===== config.mk =====
export PLATFORM = sky130hd
export DESIGN_NAME = i2c_master_bit_engine
export DESIGN_NICKNAME = d
export VERILOG_FILES = /design/src/rtl/ibe_pkg.sv /design/src/rtl/i2c_master_bit_engine.sv /design/src/rtl/ibe_step.sv
export SDC_FILE = /design/constraint.sdc
export NUM_CORES = 1
export LEC_CHECK = 0
export ABC_CLOCK_PERIOD_IN_PS = 4600
export BUFFER_PORTS_ARGS = -buffer_cell sky130_fd_sc_hd__buf_2
export CAP_MARGIN = 5
export CORE_ASPECT_RATIO = 1.5
export CORE_MARGIN = 5
export CORE_UTILIZATION = 55
export DETAILED_ROUTE_END_ITERATION = 8
export GPL_TIMING_DRIVEN = 0
export PLACE_DENSITY_LB_ADDON = 0.1
export SYNTH_ARGS = -nofsm -noshare
export SYNTH_HDL_FRONTEND = slang
export SYNTH_SLANG_ARGS = --single-unit

===== constraint.sdc =====
create_clock -name clk -period 4.6 [get_ports clk]
set_input_delay 0.69 -clock clk [delete_from_list [all_inputs] [get_ports clk]]
set_output_delay 0.69 -clock clk [all_outputs]
set_load 0.05 [all_outputs]

===== src/rtl/ibe_pkg.sv =====
// Shared types and constants for the I2C master bit engine.
`timescale 1ns / 1ps

package ibe_pkg;

    // Command codes; OP_TICK also marks the engine as idle when held as the active command.
    typedef enum logic [2:0] {
        OP_TICK  = 3'd0,
        OP_START = 3'd1,
        OP_STOP  = 3'd2,
        OP_WRITE = 3'd3,
        OP_READ  = 3'd4,
        OP_ACK   = 3'd5,
        OP_NACK  = 3'd6
    } op_t;

    localparam logic [7:0] HOLD_RESET = 8'd5;
    localparam logic [7:0] MSB_MASK   = 8'h80;

    // Last step index of each command sequence; for a write, also the steps that end the data bits and take the ack
    localparam logic [4:0] START_LAST     = 5'd3;
    localparam logic [4:0] STOP_LAST      = 5'd2;
    localparam logic [4:0] WRITE_BITS_END = 5'd24;
    localparam logic [4:0] WRITE_SCL_ACK  = 5'd25;
    localparam logic [4:0] WRITE_ACK_STEP = 5'd26;
    localparam logic [4:0] READ_LAST      = 5'd15;
    localparam logic [4:0] ACKN_LAST      = 5'd3;

    typedef struct packed {
        logic       scl;
        logic       sda;
        logic       sda_oe;
        op_t        cmd;
        logic [4:0] step;
        logic [7:0] shift;
        logic [7:0] hold;
        logic       err;
        logic [7:0] rbyte;
    } eng_state_t;

    typedef struct packed {
        logic done;
        logic rejected;
    } eng_flags_t;

endpackage


===== src/rtl/i2c_master_bit_engine.sv =====
// Top level of the I2C master bit engine: input stage, state and result registers.
`timescale 1ns / 1ps
//
// I2C master bit engine, open drain.
// Input stream (s_axis): one transfer per tick or command. tuser carries the
// operation (0 tick, 1 start, 2 stop, 3 write, 4 read, 5 ack, 6 nack, 7 ignored),
// tdata carries the write byte and the sampled SDA level.
// Output stream (m_axis): exactly one transfer per input transfer, giving the
// pin controls, busy/done flags, last read byte, ack error and command rejection.
// Config channel (cfg_*): hold_ticks, always ready; write only while idle.
// Each accepted transfer passes the input register and then the result register.
// Throughput: one transfer per cycle while m_tready is high; the engine state
// is updated from the registered input item, so items can follow back to back.
// When m_tready is low the result register holds its value and the input
// register still takes one more item; s_tready drops once both are full.
// Reset: pins released (SCL high, SDA driven high), idle, hold_ticks = 5,
// read byte and ack error cleared, both stream stages empty.
//
module i2c_master_bit_engine
(
    input  logic        clk,
    input  logic        rst_n,
    input  logic        s_tvalid,
    output logic        s_tready,
    input  logic [15:0] s_tdata,   // [7:0] write_data, [8] sda_in, [15:9] zero
    input  logic [2:0]  s_tuser,   // [2:0] operation
    output logic        m_tvalid,
    input  logic        m_tready,
    output logic [15:0] m_tdata,   // [0] scl_release, [1] sda_pull_low, [2] busy_res,
                                   // [3] done_res, [11:4] read_data, [12] ack_error,
                                   // [13] cmd_rejected, [15:14] zero
    input  logic        cfg_valid,
    output logic        cfg_ready,
    input  logic [7:0]  cfg_data
);

    logic                in_vld_reg;
    logic [2:0]          in_op_reg;
    logic [7:0]          in_wd_reg;
    logic                in_sda_reg;
    logic                out_vld_reg;
    logic [15:0]         out_data_reg;
    logic [15:0]         out_data_next;
    logic [7:0]          hold_ticks_reg;
    ibe_pkg::eng_state_t st_reg;
    ibe_pkg::eng_state_t st_next;
    ibe_pkg::eng_flags_t flags;
    logic                advance;

    assign advance   = in_vld_reg && (!out_vld_reg || m_tready);
    assign s_tready  = !in_vld_reg || advance;
    assign cfg_ready = 1'b1;
    assign m_tvalid  = out_vld_reg;
    assign m_tdata   = out_data_reg;

    ibe_step u_step
    (
        .cur        (st_reg),
        .op         (in_op_reg),
        .wdata      (in_wd_reg),
        .sda_in     (in_sda_reg),
        .hold_ticks (hold_ticks_reg),
        .nxt        (st_next),
        .flags      (flags)
    );

    assign out_data_next = {2'b00,
                            flags.rejected,
                            st_next.err,
                            st_next.rbyte,
                            flags.done,
                            (st_next.cmd != ibe_pkg::OP_TICK),
                            (st_next.sda_oe && !st_next.sda),
                            st_next.scl};

    always_ff @(posedge clk or negedge rst_n)
    begin
        if (!rst_n)
        begin
            in_vld_reg     <= 1'b0;
            out_vld_reg    <= 1'b0;
            hold_ticks_reg <= ibe_pkg::HOLD_RESET;
            st_reg.scl     <= 1'b1;
            st_reg.sda     <= 1'b1;
            st_reg.sda_oe  <= 1'b1;
            st_reg.cmd     <= ibe_pkg::OP_TICK;
            st_reg.step    <= 5'd0;
            st_reg.shift   <= 8'd0;
            st_reg.hold    <= 8'd0;
            st_reg.err     <= 1'b0;
            st_reg.rbyte   <= 8'd0;
        end
        else
        begin
            if (cfg_valid) hold_ticks_reg <= cfg_data;
            if (s_tvalid && s_tready) in_vld_reg <= 1'b1;
            else if (advance)         in_vld_reg <= 1'b0;
            if (advance)
            begin
                st_reg      <= st_next;
                out_vld_reg <= 1'b1;
            end
            else if (m_tready)
            begin
                out_vld_reg <= 1'b0;
            end
        end
    end

    // payload registers
    always_ff @(posedge clk)
    begin
        if (s_tvalid && s_tready)
        begin
            in_op_reg  <= s_tuser;
            in_wd_reg  <= s_tdata[7:0];
            in_sda_reg <= s_tdata[8];
        end
        if (advance) out_data_reg <= out_data_next;
    end

endmodule


===== src/rtl/ibe_step.sv =====
// Next-state logic of the bit engine for one tick or command.
`timescale 1ns / 1ps

module ibe_step
(
    input  ibe_pkg::eng_state_t cur,
    input  logic [2:0]          op,
    input  logic [7:0]          wdata,
    input  logic                sda_in,
    input  logic [7:0]          hold_ticks,
    output ibe_pkg::eng_state_t nxt,
    output ibe_pkg::eng_flags_t flags
);

    // 5-bit value mod 3: 16 and 4 are both 1 mod 3, so sum the base-4 digits
    function automatic logic [1:0] mod3(input logic [4:0] v);
        logic [2:0] s;
        logic [1:0] r;
        s = {2'b00, v[4]} + {1'b0, v[3:2]} + {1'b0, v[1:0]};
        unique case (s)
            3'd0, 3'd3, 3'd6: r = 2'd0;
            3'd1, 3'd4, 3'd7: r = 2'd1;
            default:          r = 2'd2;
        endcase
        return r;
    endfunction

    function automatic logic has_next(input ibe_pkg::eng_state_t st);
        logic r;
        unique case (st.cmd)
            ibe_pkg::OP_START: r = st.step < ibe_pkg::START_LAST;
            ibe_pkg::OP_STOP:  r = st.step < ibe_pkg::STOP_LAST;
            ibe_pkg::OP_WRITE: r = (st.step < ibe_pkg::WRITE_ACK_STEP) ||
                                   (st.step == ibe_pkg::WRITE_ACK_STEP && !st.err);
            ibe_pkg::OP_READ:  r = st.step < ibe_pkg::READ_LAST;
            ibe_pkg::OP_ACK,
            ibe_pkg::OP_NACK:  r = st.step < ibe_pkg::ACKN_LAST;
            default:           r = 1'b0;
        endcase
        return r;
    endfunction

    // Pin change for the step index held in st
    function automatic ibe_pkg::eng_state_t do_step(input ibe_pkg::eng_state_t st,
                                                     input logic sda_s);
        ibe_pkg::eng_state_t r;
        logic [1:0] k;
        r = st;
        k = mod3(st.step);
        unique case (st.cmd)
            ibe_pkg::OP_START:
            begin
                if (st.step == 5'd0)
                begin
                    r.sda_oe = 1'b1;
                    r.sda    = 1'b1;
                end
                else if (st.step == 5'd1) r.scl = 1'b1;
                else if (st.step == 5'd2) r.sda = 1'b0;
                else                      r.scl = 1'b0;
            end
            ibe_pkg::OP_STOP:
            begin
                if (st.step == 5'd0)
                begin
                    r.sda_oe = 1'b1;
                    r.sda    = 1'b0;
                end
                else if (st.step == 5'd1) r.scl = 1'b1;
                else                      r.sda = 1'b1;
            end
            ibe_pkg::OP_WRITE:
            begin
                if (st.step < ibe_pkg::WRITE_BITS_END)
                begin
                    if (k == 2'd0)
                    begin
                        if (st.step == 5'd0) r.sda_oe = 1'b1;
                        r.scl = 1'b0;
                    end
                    else if (k == 2'd1)
                    begin
                        r.sda   = |(st.shift & ibe_pkg::MSB_MASK);
                        r.shift = {st.shift[6:0], 1'b0};
                    end
                    else
                    begin
                        r.scl = 1'b1;
                    end
                end
                else if (st.step == ibe_pkg::WRITE_BITS_END)
                begin
                    r.scl = 1'b0;
                end
                else if (st.step == ibe_pkg::WRITE_SCL_ACK)
                begin
                    r.sda_oe = 1'b0;
                    r.scl    = 1'b1;
                end
                else if (st.step == ibe_pkg::WRITE_ACK_STEP)
                begin
                    // released SDA here means no acknowledge
                    r.err = sda_s;
                    r.scl = 1'b0;
                    if (sda_s) r.sda_oe = 1'b1;
                end
                else
                begin
                    r.sda_oe = 1'b1;
                    r.sda    = 1'b1;
                end
            end
            ibe_pkg::OP_READ:
            begin
                if (!st.step[0])
                begin
                    if (st.step == 5'd0) r.sda_oe = 1'b0;
                    r.scl = 1'b1;
                end
                else
                begin
                    r.shift = {st.shift[6:0], sda_s};
                    r.scl   = 1'b0;
                end
            end
            ibe_pkg::OP_ACK,
            ibe_pkg::OP_NACK:
            begin
                if (st.step == 5'd0) r.scl = 1'b0;
                else if (st.step == 5'd1)
                begin
                    r.sda_oe = 1'b1;
                    r.sda    = (st.cmd == ibe_pkg::OP_NACK);
                end
                else if (st.step == 5'd2) r.scl = 1'b1;
                else                      r.scl = 1'b0;
            end
            default:
            begin
                r = st;
            end
        endcase
        return r;
    endfunction

    logic [7:0] hold_load;
    logic [7:0] hold_dec;

    assign hold_load = (hold_ticks == 8'd0) ? 8'd1 : hold_ticks;
    assign hold_dec  = (cur.hold != 8'd0) ? cur.hold - 8'd1 : 8'd0;

    always_comb
    begin
        nxt   = cur;
        flags = '0;
        if (op == ibe_pkg::OP_TICK)
        begin
            if (cur.cmd != ibe_pkg::OP_TICK)
            begin
                nxt.hold = hold_dec;
                if (hold_dec == 8'd0)
                begin
                    if (has_next(cur))
                    begin
                        nxt.step = cur.step + 5'd1;
                        nxt      = do_step(nxt, sda_in);
                        nxt.hold = hold_load;
                    end
                    else
                    begin
                        if (cur.cmd == ibe_pkg::OP_READ) nxt.rbyte = cur.shift;
                        nxt.cmd    = ibe_pkg::OP_TICK;
                        nxt.step   = 5'd0;
                        flags.done = 1'b1;
                    end
                end
            end
        end
        else if (op <= ibe_pkg::OP_NACK)
        begin
            if (cur.cmd != ibe_pkg::OP_TICK)
            begin
                flags.rejected = 1'b1;
            end
            else
            begin
                nxt.cmd   = ibe_pkg::op_t'(op);
                nxt.step  = 5'd0;
                nxt.shift = (op == ibe_pkg::OP_WRITE) ? wdata : 8'd0;
                nxt       = do_step(nxt, sda_in);
                nxt.hold  = hold_load;
            end
        end
    end

endmodule

==> results of run 1 <==
==> layout by cell type (no fill, tap or decap), types with 5 or more instances in the layout <==
cell type  count
a211o_1        5
a211oi_1      11
a21oi_1       14
a22o_1        10
buf_2         46
clkbuf_1      16
clkbuf_16      9
dfrtp_1       41
dfstp_2        5
edfxtp_1      26
ha_1           7
inv_1         15
mux2_2        35
nand2_1       27
nand2b_1      13
nand3_1        9
nand3b_1       7
nor2_1        31
nor3_1        10
nor4_1         6
o21ai_0       33
o22ai_1        6
xnor2_1        9
==> layout make-up <==
class	instances	share of cell area
inverter	16	0.01209
multi-input combinational	313	0.4463
clock inverter	6	0.01662
tap	102	0.02569
timing repair buffer	39	0.03929
clock buffer	10	0.04610
sequential	72	0.3902
buffer	26	0.02368
==> where the power goes <==
group / internal, mW / total [mW] / switching, mW / leakage (nW)
clock network: 0.472 / 0.729 / 0.257 / 0.154
logic: 0.305 / 0.848 / 0.543 / 1.03
registers: 0.754 / 0.824 / 0.0698 / 0.837
==> through the flow <==
step           total power [mW]  std cells  hold WS, ns  instance area [µm²]    util
3_3_place_gp              1.664        568       0.4828                 4648  0.6067
2_1_floorplan             1.465        427       0.3944                 4325       -
6_report                  2.401        584       0.5082                 4967  0.6484
3_5_place_dp              1.673        568       0.4954                 4648  0.6067
5_1_grt                   2.537        584       0.5209                 4967  0.6484
4_1_cts                   2.406        584       0.5070                 4960  0.6474
==> worst max-delay path, cell delays in order, from the launching register on <==
cell,delay [ns]
dfrtp_1,0.41
ha_1,0.21
clkbuf_1,0.22
xnor2_2,0.30
inv_1,0.17
fa_1,0.41
inv_1,0.09
fa_1,0.40
clkbuf_1,0.19
nor3b_1,0.30
a211o_1,0.17
o31ai_1,0.07
a211o_1,0.29
a2111oi_0,0.35
a311oi_1,0.14
nor3b_1,0.20
==> worst paths after layout <==
kind	endpoint	slack (ns)	depth (start not counted)
worst min-delay path	m_tvalid	0.51	1
worst max-delay path	m_tdata[1]	0.41	15
worst max register to register	m_tdata[1]	0.41	15
min in group asynchronous	hold_ticks_reg[7]	0.54	1
max in group asynchronous	st_reg[5]	3.43	1
worst min register to register	m_tvalid	0.51	1
==> per-layer routing <==
layer | vias to the layer above | wire length (µm) | track usage
li1 | 1690 | - | -
met1 | 1731 | 4065 | 0.2807
met2 | 133 | 5589 | 0.3870
met5 | - | 0 | 0
met3 | 43 | 494 | 0.04566
met4 | 0 | 462 | 0.1185
==> timing repair <==
action | CTS | global route
setup endpoints to repair | 0 | 9
gates resized for setup | 0 | 1
endpoints found under the hold margin | 0 | 0
==> logic make-up after synthesis <==
logic type      synth area share
compound gates            0.2009
xor+xnor                 0.02027
fa+ha+maj                0.02953
buf+inv                  0.04111
flops                     0.4485
mux                      0.09670
other cells             0.001738
simple gates              0.1613
==> metrics.txt, run 1 <==
Routed WL 10610 µm; Remaining DRCs 0; Post-Synthesis Cells 426; first-pass GRT wire length 17510 µm; top cells by count, synth 41 x dfrtp_1, 35 x mux2_2, 33 x o21ai_0, 31 x nor2_1, 27 x nand2_1; number of library cell types mapped by synthesis 69; Post-Syn Area 4322 µm²; Die X 82.38 µm; Starting Density 0.5641; post-layout min period 4.189 ns; 1st-iter DRT viols 251; CP Launch Type flip-flop; layout cells sized above 1 0.2427; drt wl/cell 18.17 µm; Fmax 238.7 MHz; clk slew on worst S/H paths 0.06 ns; cts hold-fix bufs 0; CTS Buffer Depth 2; grt total ovfl 0; post-synthesis sequential area ratio 0.4485; Syn-to-layout area delta 14.94%; CP startpoint st_reg[25]; cell taking the most area after synthesis dfrtp_1; Worst VDD drop 388.1 µV; main area contributors after synthesis dfrtp_1 24%, edfxtp_1 18%, mux2_2 9.1%; flip-flop and latch area 1938 µm²; port buffer count 39; CTS tree built; DR pass1 iterations 5; ratio of final minimum period to clock period 0.9106; Warnings, synthesis 0; vias per cell 6.159; Max Cap Viol 0; crit path kind flip-flop to flip-flop; Worst Path Arrival 4.25 ns; final hold violation count 0; Reg-to-Reg Start st_reg[25]; final setup fails 0; dpl ws 0.2739 ns; post-route ant nets 0; Worst Skew 0.002774 ns; max reg flops 36; largest net degree at the start of global routing 47; hold crit path type flip-flop to flip-flop; Skew-Pair Late Insertion Delay 0.33 ns; Yosys top cell area share 0.2374; antenna violations before repair 0; Vias 3597; post-DP HPWL 7755 µm; Final Net Count 518; Ports 51; core box area 7661 µm²; vias in the first global route 3587; TritonCTS buffer count 9; Slew Limit Headroom 0.1273; fillers 645; Die Area 9767 µm²; root buf cell clkbuf_16; Worst Path Max Fanout 8; Pwr Density 483.4 nW/µm²; WP data required 4.66 ns; footprint of the multi-input gates 2217 µm²; Primary FF master, synth dfrtp_1; Final TNS setup 0 ns; clk sinks 72; GPL Wtd Cong 0.9157; gr usage total 0.2337; Slew @ Worst Pin 1.292 ns; synthesized flop and latch total 72; Pleak 2.024 nW; Final Max Tran Viols 0; Post-synth EDFFs 26; min-delay src in_vld_reg; Setup Buffers After CTS 0; CP Capture Type flip-flop; die height 118.6 µm; Post-synth ARST share 0.6389; Final WS setup 0.4110 ns; RSZ-0062 raised after global routing no; outcome complete, no violations; # diodes 0; H-tree depth 3; cell with the most instances after synthesis dfrtp_1; Site Rows 39; Avg Inst Size Synth 10.14 µm²
Power figures use the tool's default switching activity.
==> inputs of run 2 (changes only) <==
--- a/config.mk
+++ b/config.mk
@@ -5,7 +5,7 @@
 export SDC_FILE = /design/constraint.sdc
 export NUM_CORES = 1
 export LEC_CHECK = 0
-export ABC_CLOCK_PERIOD_IN_PS = 4600
+export ABC_CLOCK_PERIOD_IN_PS = 3900
 export BUFFER_PORTS_ARGS = -buffer_cell sky130_fd_sc_hd__buf_2
 export CAP_MARGIN = 5
 export CORE_ASPECT_RATIO = 1.5
==> constraint.sdc (replaced) <==
create_clock -name clk -period 3.9 [get_ports clk]
set_input_delay 0.585 -clock clk [delete_from_list [all_inputs] [get_ports clk]]
set_output_delay 0.585 -clock clk [all_outputs]
set_load 0.05 [all_outputs]
==> metrics.txt, run 2 (same netlist as run 1, synthesis figures left out) <==
# diodes 0 (unchanged); Starting Density 0.5641 (unchanged); ratio of final minimum period to clock period 0.9716 (+0.06090); Vias 3542 (-1.5%); max reg flops 36 (unchanged); Syn-to-layout area delta 15.75%; Worst Path Arrival 3.95 ns (-0.30 ns); Worst Skew 0.002627 ns (-0.0001470 ns); Pwr Density 568.3 nW/µm² (+18%); final setup fails 0 (unchanged); Worst VDD drop 457.7 µV (+18%); 1st-iter DRT viols 240 (-4.4%); H-tree depth 3 (unchanged); Hold WS 0.4250 ns (-0.08311 ns); met1 Resource Use GR 0.2798 (-0.0008545); Slew Limit Headroom 0.1308 (+0.003495); CTS tree built; DR pass1 iterations 5 (unchanged); crit path kind flip-flop to flip-flop; Die X 82.38 µm (unchanged); Final Net Count 518 (unchanged); vias per cell 6.065 (-1.5%); Worst Reg2Reg Path Length in Cells 14 (-1); layer with the highest usage met2; Remaining DRCs 0 (unchanged); Die Area 9767 µm² (unchanged); layout cells sized above 1 0.2552 (+0.01245); slowest stage delay, CP 0.47 ns (+0.06 ns); CP Launch Type flip-flop; cts hold-fix bufs 0 (unchanged); RSZ-0062 raised after global routing yes; Ports 51 (unchanged); port buffer count 39 (unchanged); fillers 638 (-1.1%); core box area 7661 µm² (unchanged); Slew @ Worst Pin 1.287 ns (-0.005175 ns); clk slew on worst S/H paths 0.06 ns (about the same); post-DP HPWL 7755 µm (unchanged); hold crit path type input port to async pin; Post-DP Area 4648 µm² (unchanged); gr usage total 0.2334 (-0.0002734); Global Route met3 Usage 0.04566 (unchanged); post-layout min period 3.789 ns (-0.3999 ns); post-route ant nets 0 (unchanged); Routed WL 10550 µm (-0.57%); CTS Buffer Depth 2 (unchanged); GPL Wtd Cong 0.9157 (unchanged); Site Rows 39 (unchanged); first-pass GRT wire length 17490 µm (-0.12%); antenna violations before repair 0 (unchanged); final hold violation count 0 (unchanged); post-layout util 0.6529 (+0.004573); Final Max Tran Viols 0 (unchanged); die height 118.6 µm (unchanged); Crit path max-delay family compound AO/OA/AOI/OAI gates; clk sinks 72 (unchanged); Skew-Pair Late Insertion Delay 0.33 ns (about the same); grt total ovfl 0 (unchanged); fin area 5002 µm² (+0.71%); most frequent cells in the layout 46 x buf_2, 41 x dfrtp_1, 35 x mux2_2, 33 x o21ai_0, 31 x nor2_1; largest net degree at the start of global routing 47 (unchanged); TritonCTS buffer count 9 (unchanged); CP Capture Type flip-flop; Worst Path Max Fanout 8 (unchanged); commonest non-fill, non-tap cell in the layout buf_2; Crit-path slowest cell fa_1; Fmax 263.9 MHz (+11%); WP depth 14 (-1); Final TNS setup 0 ns (unchanged); outcome complete, no violations; footprint of the multi-input gates 2231 µm² (+0.62%); Worst Path Buf+Inv 2 (-2); M2 GR Usage 0.3860 (-0.001004); Max Cap Viol 0 (unchanged); Pleak 2.036 nW (+0.60%); critical path cell sequence ha_2 > nand3_1 > xnor2_1 > fa_1 > inv_1 > fa_1 > clkbuf_1 > nor3b_2 > a211o_1 > o31ai_1 > a211o_1 > a2111oi_2 > a311oi_1 > nor3b_1; vias in the first global route 3595 (+0.22%); WP data required 4.06 ns (-0.60 ns); flip-flop and latch area 1938 µm² (unchanged); drt wl/cell 18.07 µm (-0.57%); root buf cell clkbuf_16
[run 2: cell count changes in the layout (fill, tap and decap cells not counted), sizes merged]
cell and delta:
buf +1, clkbuf -1
[run 2: cell type report]
class | instances | share of cell area
plain buffers | 24 | 0.02226
clock buffers | 10 | 0.04577
clock inverters | 6 | 0.01651
inverters | 16 | 0.01201
multi-input cells | 313 | 0.4460
flip-flops and latches | 72 | 0.3874
well taps | 102 | 0.02551
repair buffers | 41 | 0.04452
[run 2: final timing paths]
kind	start	end	slack [ns]
max	st_reg[25]	m_tdata[1]	0.11
min	rst_n	hold_ticks_reg[7]	0.43
max reg2reg	st_reg[25]	m_tdata[1]	0.11
min reg2reg	st_reg[1]	st_reg[1]	0.51
max in group asynchronous	rst_n	st_reg[5]	2.84
min in group clk	s_tdata[2]	in_wd_reg[2]	0.43
[run 2: layer usage]
metal | up-vias | part of all wire
li1 | 1689 | -
met1 | 1701 | 0.38
met2 | 118 | 0.53
met3 | 34 | 0.047
met4 | 0 | 0.039
met5 | - | 0
[run 2: timing repair]
action                     4_1_cts  5_1_grt
buffers inserted                 1        1
gates resized for setup          3        3
setup endpoints to repair       10       10
pin swaps                        1        1
[run 2: metrics by stage]
stage | cells | total power, mW | setup slack [ns]
2_1_floorplan | 427 | 1.728 | 0.1150
3_3_place_gp | 568 | 1.962 | -0.3267
6_report | 584 | 2.843 | 0.1110
3_5_place_dp | 568 | 1.973 | -0.4261
5_1_grt | 584 | 3.004 | -0.1097
4_1_cts | 583 | 2.839 | 0.02612
[run 2: power breakdown]
part	switching, mW	internal (mW)
logic	0.649	0.364
registers	0.0814	0.889
clock network	0.302	0.557
